$ cat config.mk
export PLATFORM = sky130hd
export DESIGN_NAME = lpf_queue
export DESIGN_NICKNAME = d
export VERILOG_FILES = /design/src/rtl/lpf_pkg.sv /design/src/rtl/lpf_queue.sv
export SDC_FILE = /design/constraint.sdc
export NUM_CORES = 1
export LEC_CHECK = 0
export BUFFER_PORTS_ARGS = -buffer_cell sky130_fd_sc_hd__buf_4
export CORE_MARGIN = 4
export CORE_UTILIZATION = 45
export CTS_BUF_LIST = sky130_fd_sc_hd__clkbuf_8 sky130_fd_sc_hd__clkbuf_16
export DETAILED_ROUTE_END_ITERATION = 10
export PLACE_DENSITY = 0.7
export SETUP_SLACK_MARGIN = 0.3
export SLEW_MARGIN = 10
export SYNTH_ARGS = -nofsm -noshare
export SYNTH_HDL_FRONTEND = slang
export SYNTH_SLANG_ARGS = --single-unit
$ cat constraint.sdc
create_clock -name clk -period 24.4 [get_ports clk]
set_input_delay 7.32 -clock clk [delete_from_list [all_inputs] [get_ports clk]]
set_output_delay 7.32 -clock clk [all_outputs]
set_load 0.05 [all_outputs]
$ cat src/rtl/lpf_pkg.sv
package lpf_pkg;

	localparam int FRAME_BYTES = 22;
	localparam int DATA_BYTES  = FRAME_BYTES - 2;
	localparam int DATA_WORDS  = (DATA_BYTES + 1) / 2;
	localparam int SUM_W       = 16 + DATA_WORDS;
	localparam int IDX_W       = $clog2(FRAME_BYTES);
	localparam int QDEPTH      = 2;
	localparam int QPTR_W      = (QDEPTH > 1) ? $clog2(QDEPTH) : 1;
	localparam int QCNT_W      = $clog2(QDEPTH + 1);

	localparam logic [7:0]  SYNC_RESET = 8'hFA;
	localparam int          FOLD_SHIFT = 15;
	localparam logic [14:0] FOLD_MASK  = 15'h7FFF;

	// Window, oldest byte at index 0.
	typedef logic [FRAME_BYTES-1:0][7:0] frame_t;

	typedef struct packed {
		logic   valid;
		frame_t frame;
	} lpf_push_t;

	typedef struct packed {
		logic full;
		logic empty;
	} lpf_qstat_t;

	// Weighted sum of the little-endian data words, folded once to 15 bits.
	function automatic logic [14:0] folded_checksum(input frame_t f);
		logic [SUM_W-1:0] sum;
		logic [SUM_W-1:0] word;
		logic [SUM_W-1:0] fold;
		sum = '0;
		for (int k = 0; k < DATA_WORDS; k++) begin
			word = SUM_W'(f[2*k]);
			if (2*k + 1 < DATA_BYTES) begin
				word = word | (SUM_W'(f[2*k+1]) << 8);
			end
			sum = sum + (word << (DATA_WORDS - 1 - k));
		end
		fold = SUM_W'(sum[FOLD_SHIFT-1:0] & FOLD_MASK) + (sum >> FOLD_SHIFT);
		return fold[14:0];
	endfunction

endpackage

$ cat src/rtl/lpf_queue.sv
module lpf_queue import lpf_pkg::*; (
	input  logic       clk,
	input  logic       arst_n,
	input  lpf_push_t  push,
	input  logic       pop,
	output lpf_qstat_t qstat,
	output frame_t     head
);

	frame_t            mem_q [QDEPTH];
	logic [QPTR_W-1:0] wr_ptr_q;
	logic [QPTR_W-1:0] rd_ptr_q;
	logic [QCNT_W-1:0] cnt_q;

	assign qstat.full  = (cnt_q == QCNT_W'(QDEPTH));
	assign qstat.empty = (cnt_q == '0);
	assign head        = mem_q[rd_ptr_q];

	// Store the pushed frame
	always_ff @(posedge clk) begin
		if (push.valid) begin
			mem_q[wr_ptr_q] <= push.frame;
		end
	end

	// Advance pointers and count
	always_ff @(posedge clk or negedge arst_n) begin
		if (!arst_n) begin
			wr_ptr_q <= '0;
			rd_ptr_q <= '0;
			cnt_q    <= '0;
		end else begin
			if (push.valid) begin
				wr_ptr_q <= (wr_ptr_q == QPTR_W'(QDEPTH - 1)) ? '0 : wr_ptr_q + 1'b1;
			end
			if (pop) begin
				rd_ptr_q <= (rd_ptr_q == QPTR_W'(QDEPTH - 1)) ? '0 : rd_ptr_q + 1'b1;
			end
			if (push.valid && !pop) begin
				cnt_q <= cnt_q + 1'b1;
			end else if (pop && !push.valid) begin
				cnt_q <= cnt_q - 1'b1;
			end
		end
	end

endmodule

# Word-level counts from Yosys, hierarchy flattened
# Memories as Yosys holds them, arrays and structs flattened.
# Cells that the tools add are included.
[op_classes]
n_addsub = 4
eq_ne = 1
n_mux = 6
n_reduce_logical = 6
[ops]
columns = ["op", "count"]
rows = [
  ["$mux 1", 4],
  ["$mux 2", 2],
  ["$add 1x1->1 const B", 2],
  ["$add 2x1->2 const B", 1],
  ["$eq 2x2->1 const B", 1],
  ["$logic_and 1x1->1", 2],
  ["$logic_not 1->1", 2],
  ["$logic_not 2->1", 1],
  ["$reduce_bool 2->1", 1],
  ["$sub 2x1->2 const B", 1],
]
[totals]
register_bits = 4
ram_bits = 352
in_bits = 180
output_inout_bits = 178
wordCells = 21
memories = 1
[memory_table]
columns = ["name", "depth", "word_bits", "rd", "rd_ports_with_merged_regs", "write_ports", "line_no", "rtl"]
rows = [
  ["mem_q", 2, 176, 1, 0, 1, "lpf_queue.sv:10", "frame_t mem_q [QDEPTH];"],
]

# Depth between registers and ports, before layout
# Gate-level depths: netlist (run 1).
[logic_depth]
word_depth = 4
mapped_depth = 5
mapped_depth_nobuf = 5

# Worst setup path after synthesis (run 1)
# Ideal clock, no wire load.
[synth_path]
kind = "input port to flip-flop"
startpoint = "input push[176] in the netlist's numbering"
endpoint = "memory mem_q[0][0] in the netlist's numbering, enable pin"
setup_time_ns = 0.736
t_arrival_ns = 14.918
required_time_ns = 23.664
slack_ns = 8.746
stages = 1
n_path_buf = 0
path_cell_list = "nor2b_1"
[synth_via]
elab_chain_len = 2
[synth_rtl]
columns = ["item", "line_no", "rtl"]
rows = [
  ["start: declaration", "lpf_queue.sv:4", "input lpf_push_t push,"],
  ["$mux 1", "lpf_queue.sv:21", "if (push.valid) begin"],
  ["$mux 1 (not written as such)", "lpf_queue.sv:22", "mem_q[wr_ptr_q] <= push.frame;"],
  ["end: declaration", "lpf_queue.sv:10", ""],
]
# Every way passes these cells.

==> impl_metrics.csv, run 1 <==
group,metric,value,unit
status,status,"finished clean",
sta,worst_hold_slack,0.500,ns
route,ant_nets,0,
synth,synth-edff-count,352,
clock_tree,cts.sinks,356,
clock_tree,cts_tree,"built",
synth,yosysUniqueCellTypes,13,
placed_design,place_hpwl,17.9,mm
flow_run,drv_cap,0,
setup_path,crit_slowest_cell,"dfrtp_4",
sta,tightest_slew,1.13,ns
setup_path,max_stage_delay,1.06,ns
power,fin_total_pwr,2460,uW
synth,ys_seq_elements,356,
synth,synth_largest_area_cell,"edfxtp_1",
die,die_w,181,um
die,rows,62,
route,vias_per_cell,4.80,
route,dr.pass1.iters,6,
setup_path,end_kind,"primary output",
die,die_h,181,um
route,vias,6533,
clock_tree,clock_path_buffers,3,
setup_path,cp-start-kind,"flip-flop",
final_layout,syn_to_final_growth,31.6,%
synth,syn_avg_cell_area,23.8,um2
global_route,grt_pass1_wl,40.8,mm
global_route,antenna_found_initial,2,
global_route,overflow,0,
setup_path,required,17.08,ns
die,die_area,32700,um2
setup_path,crit_path_cell_trace,"buf_4 -> mux2_2 -> buf_4",
synth,synthArstFlopShare,1.12,%
synth,ys_seq_area_share,79.5,%
setup_path,cp.arrival,3.22,ns
clock_tree,clock_latency,0.50,ns
sta,max_freq,94.9,MHz
sta,drv_slew,0,
setup_path,path_delay_family,"buffers and inverters",
global_route,gr-usage-all-layers,15.9,%
setup_path,path_class,"reg -> out",
sta,layout_min_cycle_time,10.54,ns
final_layout,n_fill_cell,2155,
clock_tree,clockRootBuffer,"clkbuf_16",
sta,setup_violations,0,
clock_tree,numCtsBuffers,39,
setup_path,crit_fanout,60,
synth,synth_flop_cell,"edfxtp_1",
placed_design,portBuffers,357,
placed_design,gp_congestion,0.727,
sta,skew,0.00784,ns
route,dr.first_iter.drc_count,349,
synth,ys.warnings.count,0,
die,initial_core_util,46.2,%
hold_path,min_path_type,"reg -> reg",
sta,relSlewSlack,24.5,%
route,drt-total-wl,27.0,mm
sta,fin_crit_sh,43.2,%
power,ir_drop,0.0837,mV
synth,syn_nets,745,
synth,synth.most_common_cell,"edfxtp_1",
power,p_per_area,139,nW/um2
synth,syn_area,13400,um2
synth,synthTopCellsByCount,"352 x edfxtp_1, 130 x mux2_4, 46 x mux2_2, 16 x buf_6",
die,core,29100,um2
clock_tree,clkTransAtPathRegs,0.06,ns
die,boundaryPins,358,
synth,synth.area.top_cells,"edfxtp_1 79%, mux2_4 15%, mux2_2 3.9%",
clock_tree,cts_resized,0,
final_layout,nets,1129,
route,avgRoutedWirePerCell,19.8,um
final_layout,drive_gt1_share,60.7,%
sta,final.setup.tns,0,ns
power,power.leakage,0.00705,uW
clock_tree,hold_buffers,0,
synth,yosys.area.top_type_share,78.7,%
global_route,grt_max_degree,80,
clock_tree,cts_setup_buffers,0,
setup_path,crit_top_cell,"buf_4",
setup_path,critPathBufInv,2,
sta,grt_setup_unrepaired,"no",
global_route,grt_pass1_vias,7085,
route,drc,0,
sta,hold_viol,0,
clock_tree,ctsHtreeMaxLevel,2,
synth,synth_cells,564,
## cell type report
class	instances	area, um2	share of cell area, %
tap	384	480	2.72
sequential	356	10700	60.4
clock inverter	27	190	1.08
timing repair buffer	363	2730	15.4
multi-input combinational	187	2560	14.5
clock buffer	41	1030	5.81
inverter	1	3.75	0.0212
antenna	2	5.00	0.0283
## worst register-to-register path, delay by kind of cell, from the launching register on
| kind | cells | cell delay [ns] |
|---|---|---|
| buffers and inverters | 1 | 0.91 |
| AND/OR/NAND/NOR | 1 | 0.58 |
| flip-flops | 1 | 0.43 |
## routing by layer
metal | up-vias | share of wire (%) | track usage, %
li1 | 3023 | - | -
met1 | 3212 | 36 | 18.5
met2 | 251 | 53 | 28.1
met3 | 47 | 8.0 | 5.09
met4 | 0 | 2.9 | 5.26
met5 | - | 0 | 0
## cell families after synthesis
logic type    count (synthesis)  share of synthesized area [%]
xor+xnor                      5                          0.326
flops                       356                           79.5
buf+inv                      21                           1.52
fa+ha+maj                     1                         0.0932
simple gates                  5                          0.196
mux                         176                           18.4
## through the flow
| stage | cell area, um2 | setup WS [ns] | cells | util (%) |
|---|---|---|---|---|
| 6_report | 17700 | 13.86 | 1361 | 60.7 |
| 5_1_grt | 17700 | 13.69 | 1361 | 60.7 |
| 4_1_cts | 17700 | 13.78 | 1359 | 60.7 |
| 3_5_place_dp | 16400 | 14.34 | 1291 | 56.5 |
| 3_3_place_gp | 16400 | 14.34 | 1291 | 56.5 |
| 2_1_floorplan | 13400 | 8.75 | 564 | - |
## state kept, by name (all words and copies together) (netlist names)
name      flops
cnt_q         2
wr_ptr_q      1
rd_ptr_q      1
mem_q       352
## power breakdown
part | switching, uW | internal, uW | total, uW
clock network | 218 | 333 | 551
logic | 673 | 375 | 1050
registers | 49.3 | 813 | 863
## final timing paths
path | from | endpoint | slack, ns | cells past startpoint
setup / recovery | rd_ptr_q$_DFFE_PN0P_ | head[172] | 13.86 | 3
hold / removal | cnt_q[1]$_DFFE_PN0P_ | cnt_q[1]$_DFFE_PN0P_ | 0.50 | 1
setup reg to reg | wr_ptr_q$_DFFE_PN0P_ | mem_q[0][93]$_DFFE_PP_ | 21.99 | 2
hold reg to reg | cnt_q[1]$_DFFE_PN0P_ | cnt_q[1]$_DFFE_PN0P_ | 0.50 | 1
max in group asynchronous | arst_n | rd_ptr_q$_DFFE_PN0P_ | 17.69 | 1
min in group asynchronous | arst_n | cnt_q[0]$_DFFE_PN0P_ | 6.60 | 1
## cells in the final DEF (no fill, tap or decap)
| cell | Yosys | final |
|---|---|---|
| dfrtp_1 | 4 | 3 |
| clkbuf_16 | 0 | 41 |
| inv_1 | 1 | 17 |
| dfrtp_4 | 0 | 1 |
| and2_4 | 0 | 1 |
| clkinv_2 | 0 | 5 |
| xor2_1 | 4 | 4 |
| ha_1 | 1 | 1 |
| nor2b_4 | 0 | 1 |
| clkinvlp_4 | 0 | 1 |
| xnor2_1 | 1 | 1 |
| clkinv_1 | 0 | 2 |
| bufinv_16 | 0 | 3 |
| mux2_4 | 130 | 130 |
| edfxtp_1 | 352 | 352 |
| buf_4 | 0 | 363 |
| diode_2 | 0 | 2 |
| nor2b_1 | 2 | 1 |
| nor2_1 | 2 | 2 |
| mux2_2 | 46 | 46 |
Power figures use the tool's default switching activity.
==> run 2, diff against run 1 <==
==> constraint.sdc (replaced) <==
create_clock -name clk -period 9.7 [get_ports clk]
set_input_delay 2.91 -clock clk [delete_from_list [all_inputs] [get_ports clk]]
set_output_delay 2.91 -clock clk [all_outputs]
set_load 0.05 [all_outputs]
==> run 2 against run 1 <==
Compared with the run above: via count increased by 0.92%; cell count fell by 0.29%; highest routed layer unchanged; clock power grew to 2.6 times the previous value; sequential share of layout area down 0.12 points; non-clock buffer count rose by 1; die area stayed put; sequential power grew to 2.5 times the previous value; critical path depth did not move; first-iteration DRC count grew 12%; utilization rose by 0.12 points; hold slack got worse by 0.0065 ns; flip-flop and latch count is the same.
==> impl_metrics.csv, run 2 (synthesis results as in run 1) <==
group,metric,value,unit
sta,setup_violations,0,
sta,tightest_slew,0.996,ns
route,drc,0,
die,initial_core_util,46.2,%
global_route,top_usage_layer,"met2",
sta,relSlewSlack,33.6,%
sta,grt_setup_unrepaired,"no",
route,ant_nets,0,
sta,hold_viol,0,
clock_tree,hold_buffers,0,
route,avgRoutedWirePerCell,20.6,um
route,drt-total-wl,28.0,mm
setup_path,crit_slowest_cell,"dfrtp_4",
power,power.leakage,0.00703,uW
hold_path,min_path_type,"reg -> reg",
final_layout,n_fill_cell,2136,
setup_path,cp-start-kind,"flip-flop",
setup_path,cp.arrival,2.87,ns
setup_path,crit_path_cell_trace,"buf_4 -> mux2_4 -> buf_4",
final_layout,syn_to_final_growth,31.8,%
clock_tree,cts_resized,0,
clock_tree,cts_tree,"built",
setup_path,path_class,"reg -> out",
setup_path,required,6.79,ns
placed_design,placed_cells,1292,
die,boundaryPins,358,
final_layout,fin_cells,1357,
setup_path,crit_top_cell,"buf_4",
clock_tree,clock_latency,0.51,ns
global_route,antenna_found_initial,1,
global_route,grt_pass1_wl,41.1,mm
final_layout,layout_common_cells,"363 x buf_4, 352 x edfxtp_1, 130 x mux2_4, 46 x mux2_2, 37 x clkbuf_16",
global_route,grt_use_met1,19.4,%
final_layout,regMostFlops,"mem_q",
die,die_area,32700,um2
global_route,use_met2,28.6,%
route,dr.pass1.iters,4,
global_route,overflow,0,
clock_tree,clockRootBuffer,"clkbuf_16",
die,die_w,181,um
final_layout,largest_reg_flops,352,
sta,max_freq,173,MHz
route,vias_per_cell,4.86,
clock_tree,numCtsBuffers,36,
clock_tree,cts_setup_buffers,0,
route,dr.first_iter.drc_count,390,
clock_tree,cts.sinks,356,
setup_path,max_stage_delay,1.06,ns
power,p_per_area,352,nW/um2
power,ir_drop,0.218,mV
setup_path,end_kind,"primary output",
placed_design,portBuffers,357,
final_layout,multi_input_area,2560,um2
status,status,"finished clean",
sta,skew,0.0146,ns
sta,layout_min_cycle_time,5.78,ns
route,vias,6593,
sta,drv_slew,0,
sta,fin_crit_sh,59.6,%
sta,final.setup.tns,0,ns
global_route,grt_pass1_vias,6861,
placed_design,place_hpwl,19.3,mm
final_layout,nets,1127,
final_layout,top_regs,"mem_q x352, cnt_q x2",
flow_run,drv_cap,0,
final_layout,drive_gt1_share,61.1,%
die,core,29100,um2
die,die_h,181,um
setup_path,crit_fanout,55,
global_route,grtUsageMet3,5.01,%
final_layout,mostFrequentLayoutCell,"buf_4",
global_route,gr-usage-all-layers,16.2,%
clock_tree,clock_path_buffers,3,
clock_tree,clkTransAtPathRegs,0.06,ns
final_layout,final-seq-area,10700,um2
die,rows,62,
placed_design,gp_congestion,0.753,
global_route,grt_max_degree,90,
clock_tree,ctsHtreeMaxLevel,2,
## run 2: metal layers
layer	part of all wire (%)	wire, um
met5	0	0
met3	8.4	2340
met2	52	14500
met4	2.3	643
met1	38	10500
## run 2: final timing paths
check | start | endpoint | slack, ns | cells past startpoint
setup / recovery | rd_ptr_q$_DFFE_PN0P_ | head[75] | 3.92 | 3
hold / removal | cnt_q[1]$_DFFE_PN0P_ | cnt_q[1]$_DFFE_PN0P_ | 0.49 | 1
setup reg to reg | wr_ptr_q$_DFFE_PN0P_ | mem_q[0][72]$_DFFE_PP_ | 7.09 | 3
hold reg to reg | cnt_q[1]$_DFFE_PN0P_ | cnt_q[1]$_DFFE_PN0P_ | 0.49 | 1
max in group asynchronous | arst_n | rd_ptr_q$_DFFE_PN0P_ | 7.39 | 1
min in group asynchronous | arst_n | wr_ptr_q$_DFFE_PN0P_ | 2.20 | 1
## run 2: power breakdown
part           switching [uW]  internal (uW)
logic                    1700            944
clock network             540            879
registers                 131           2040
total                    2370           3870
## run 2: worst max-delay path, delay by kind of cell (launching register included)
kind / cells / cell delay, ns
flip-flops: 1 / 1.06
buffers and inverters: 2 / 0.87
multiplexers: 1 / 0.36
## run 2: area by class of cell
type                    count  share of cell area (%)
diodes                      1                  0.0141
flip-flops and latches    356                    60.3
inverters                   1                  0.0212
clock buffers              37                    5.23
well taps                 384                    2.71
multi-input cells         187                    14.5
repair buffers            364                    15.5
clock inverters            27                    1.73
## run 2: stage by stage
step                      hold slack [ns]  power (uW)  util (%)  instance area [um2]  worst slack [ns]
after CTS                           0.496        6310      60.8                17700              3.86
final                               0.494        6240      60.8                17700              3.92
after floorplan                     0.456        4230         -                13400              1.77
after global placement              0.479        4850      56.6                16500              4.41
after global routing                0.535        6480      60.8                17700              3.80
after detailed placement            0.479        4880      56.6                16500              4.41
==> run 3, diff against run 2 <==
--- a/config.mk
+++ b/config.mk
@@ -5,6 +5,7 @@
 export SDC_FILE = /design/constraint.sdc
 export NUM_CORES = 1
 export LEC_CHECK = 0
+export ABC_AREA = 1
 export BUFFER_PORTS_ARGS = -buffer_cell sky130_fd_sc_hd__buf_4
 export CORE_MARGIN = 4
 export CORE_UTILIZATION = 45
==> constraint.sdc (replaced) <==
create_clock -name clk -period 5.7 [get_ports clk]
set_input_delay 1.71 -clock clk [delete_from_list [all_inputs] [get_ports clk]]
set_output_delay 1.71 -clock clk [all_outputs]
set_load 0.05 [all_outputs]
==> run 3 against run 2 <==
Compared with the run above: via count about the same; flip-flop and latch count unchanged; first-iteration DRC count decreased by 23%; wire length decreased by 4.8%; non-clock buffer count decreased by 1; design area increased by 0.23%; register-to-register slack got worse by 3.3 ns; combinational power increased by 72%; global-route usage decreased by 0.65 points; synthesized cell count increased by 1.6%; cell count increased by 1.0%; critical path type unchanged; critical endpoint is now head[158].
==> impl_metrics.csv, run 3 <==
group,metric,value,unit
synth,ys_seq_elements,356,
power,intPower,6510,uW
synth,synth.most_common_cell,"edfxtp_1",
clock_tree,clkTransAtPathRegs,0.05,ns
synth,synth_flop_cell,"edfxtp_1",
setup_path,end_kind,"primary output",
die,die_h,181,um
final_layout,regMostFlops,"mem_q",
synth,yosys.area.top_type_share,78.6,%
sta,final.setup.tns,0,ns
setup_path,reg2reg_slack,3.79,ns
global_route,antenna_found_initial,1,
clock_tree,numCtsBuffers,38,
final_layout,largest_reg_flops,352,
clock_tree,cts_setup_buffers,0,
global_route,grt_max_degree,177,
synth,syn_nets,754,
placed_design,gp_congestion,0.742,
synth,synth-edff-count,352,
setup_path,cp-start-kind,"flip-flop",
synth,synth_compound_area_share,0,%
synth,synth_fa_ha_area_share,0.0930,%
placed_design,place_ws,1.95,ns
setup_path,required,3.99,ns
clock_tree,clockRootBuffer,"clkbuf_16",
power,clock_power_share,22.1,%
power,pwr-share-comb,43.1,%
synth,synth_largest_area_cell,"edfxtp_1",
clock_tree,clock_latency,0.50,ns
synth,synth_xor_area_share,0.195,%
synth,yosysUniqueCellTypes,14,
die,core,29600,um2
power,power.leakage,0.00707,uW
sta,drv_slew,0,
route,dr.pass1.iters,4,
sta,setup_violations,0,
synth,synth_top_family_by_area,"multiplexers",
sta,skew,0.0146,ns
placed_design,place_hpwl,17.8,mm
final_layout,nets,1137,
synth,synthMuxAreaShare,18.4,%
route,vias_per_cell,4.80,
final_layout,mostFrequentLayoutCell,"buf_4",
hold_path,min_path_type,"reg -> reg",
clock_tree,cts_resized,0,
synth,syn_avg_cell_area,23.5,um2
synth,synth.area.top_cells,"edfxtp_1 79%, mux2_4 15%, mux2_2 3.9%",
sta,relSlewSlack,33.3,%
power,p_per_area,593,nW/um2
global_route,gr-usage-all-layers,15.6,%
final_layout,top_regs,"mem_q x352, cnt_q x2",
sta,hold_viol,0,
status,status,"finished clean",
synth,syn_area,13400,um2
clock_tree,cts_tree,"built",
global_route,overflow,0,
power,power_switching_share,38.1,%
route,vias,6587,
die,die_w,181,um
sta,grt_setup_unrepaired,"no",
synth,synth_cells,573,
final_layout,syn_to_final_growth,31.9,%
power,sequentialPowerShare,34.8,%
synth,synthArstFlopShare,1.12,%
flow_run,drv_cap,0,
sta,layout_min_cycle_time,4.24,ns
sta,setup_slack,1.46,ns
clock_tree,ctsHtreeMaxLevel,2,
final_layout,layout_common_cells,"358 x buf_4, 352 x edfxtp_1, 130 x mux2_4, 46 x mux2_2, 41 x clkbuf_16",
route,drt-total-wl,26.6,mm
final_layout,final_util,60.0,%
route,avgRoutedWirePerCell,19.4,um
die,rows,63,
placed_design,portBuffers,357,
sta,tightest_slew,1.00,ns
route,dr.first_iter.drc_count,302,
synth,ys_seq_area_share,79.4,%
clock_tree,cts.sinks,356,
global_route,grt_pass1_wl,39.9,mm
clock_tree,hold_buffers,0,
die,initial_core_util,45.5,%
route,drc,0,
synth,synth-simple-area-share,0.307,%
setup_path,path_class,"reg -> out",
global_route,grt_pass1_vias,6983,
route,ant_nets,0,
sta,fin_crit_sh,74.4,%
synth,ys.warnings.count,0,
clock_tree,clock_path_buffers,3,
power,power.switching,4010,uW
die,die_area,32700,um2
synth,synthTopCellsByCount,"352 x edfxtp_1, 130 x mux2_4, 46 x mux2_2, 16 x buf_6, 7 x inv_1",
sta,max_freq,236,MHz
final_layout,drive_gt1_share,60.2,%
final_layout,diodes,0,
hold_path,hold_path_depth,2,
setup_path,cp.arrival,2.53,ns
die,boundaryPins,358,
setup_path,reg2reg_depth,2,
setup_path,crit_fanout,73,
power,fin_total_pwr,10500,uW
power,ir_drop,0.432,mV
-- run 3: cell types whose count changed after synthesis --
cell     delta
nor2_1      +1
nor2b_1     -2
inv_1       +6
nand2_1     +5
nand3_1     +1
nand4_1     +1
xor2_1      -2
and2_1      -1
-- run 3: cells by family after synthesis --
logic type / count (synthesis)
XOR/XNOR: 3
flip-flops: 356
AND/OR/NAND/NOR: 10
multiplexers: 176
buffers and inverters: 27
adder cells (fa/ha/maj): 1
-- run 3: critical path, cell delays in order, from the launching register on --
cell	delay, ns
dfrtp_4	0.86
buf_12	0.50
mux2_2	0.41
buf_4	0.19
-- run 3: area by class of cell --
cell class,count,area [um2]
fillers,2193,11800
flip-flops and latches,356,10700
repair buffers,363,2790
multi-input cells,190,2560
inverters,7,30.0
clock inverters,24,179
clock buffers,41,1030
well taps,390,488
-- run 3: final timing paths --
path / to / start
min in group asynchronous: wr_ptr_q$_DFFE_PN0P_ / arst_n
hold reg to reg: cnt_q[1]$_DFFE_PN0P_ / cnt_q[1]$_DFFE_PN0P_
setup / recovery: head[158] / rd_ptr_q$_DFFE_PN0P_
max in group asynchronous: rd_ptr_q$_DFFE_PN0P_ / arst_n
hold / removal: cnt_q[1]$_DFFE_PN0P_ / cnt_q[1]$_DFFE_PN0P_
setup reg to reg: mem_q[0][50]$_DFFE_PP_ / wr_ptr_q$_DFFE_PN0P_
-- run 3: stage by stage --
stage	cell area [um2]	instances	hold WS (ns)
2_1_floorplan	13500	573	0.463
3_3_place_gp	16500	1306	0.482
3_5_place_dp	16500	1306	0.518
4_1_cts	17700	1371	0.538
5_1_grt	17700	1371	0.562
6_report	17700	1371	0.527
-- run 3: per-layer routing --
layer	share of wire, %	vias up	wire, um	track usage [%]
met2	50	259	13400	26.8
met5	0.075	-	20	0
met4	4.0	2	1060	6.47
li1	-	3031	-	-
met1	37	3228	9880	17.9
met3	8.4	67	2240	5.29
-- run 3: power groups by stage --
stage / combinational (uW) / sequential [uW] / clock (uW)
6_report: 4530 / 3660 / 2330
5_1_grt: 4710 / 3710 / 2510
4_1_cts: 4590 / 3670 / 2400
3_5_place_dp: 4590 / 3720 / 0
3_3_place_gp: 4580 / 3690 / 0
2_1_floorplan: 3500 / 3660 / 0
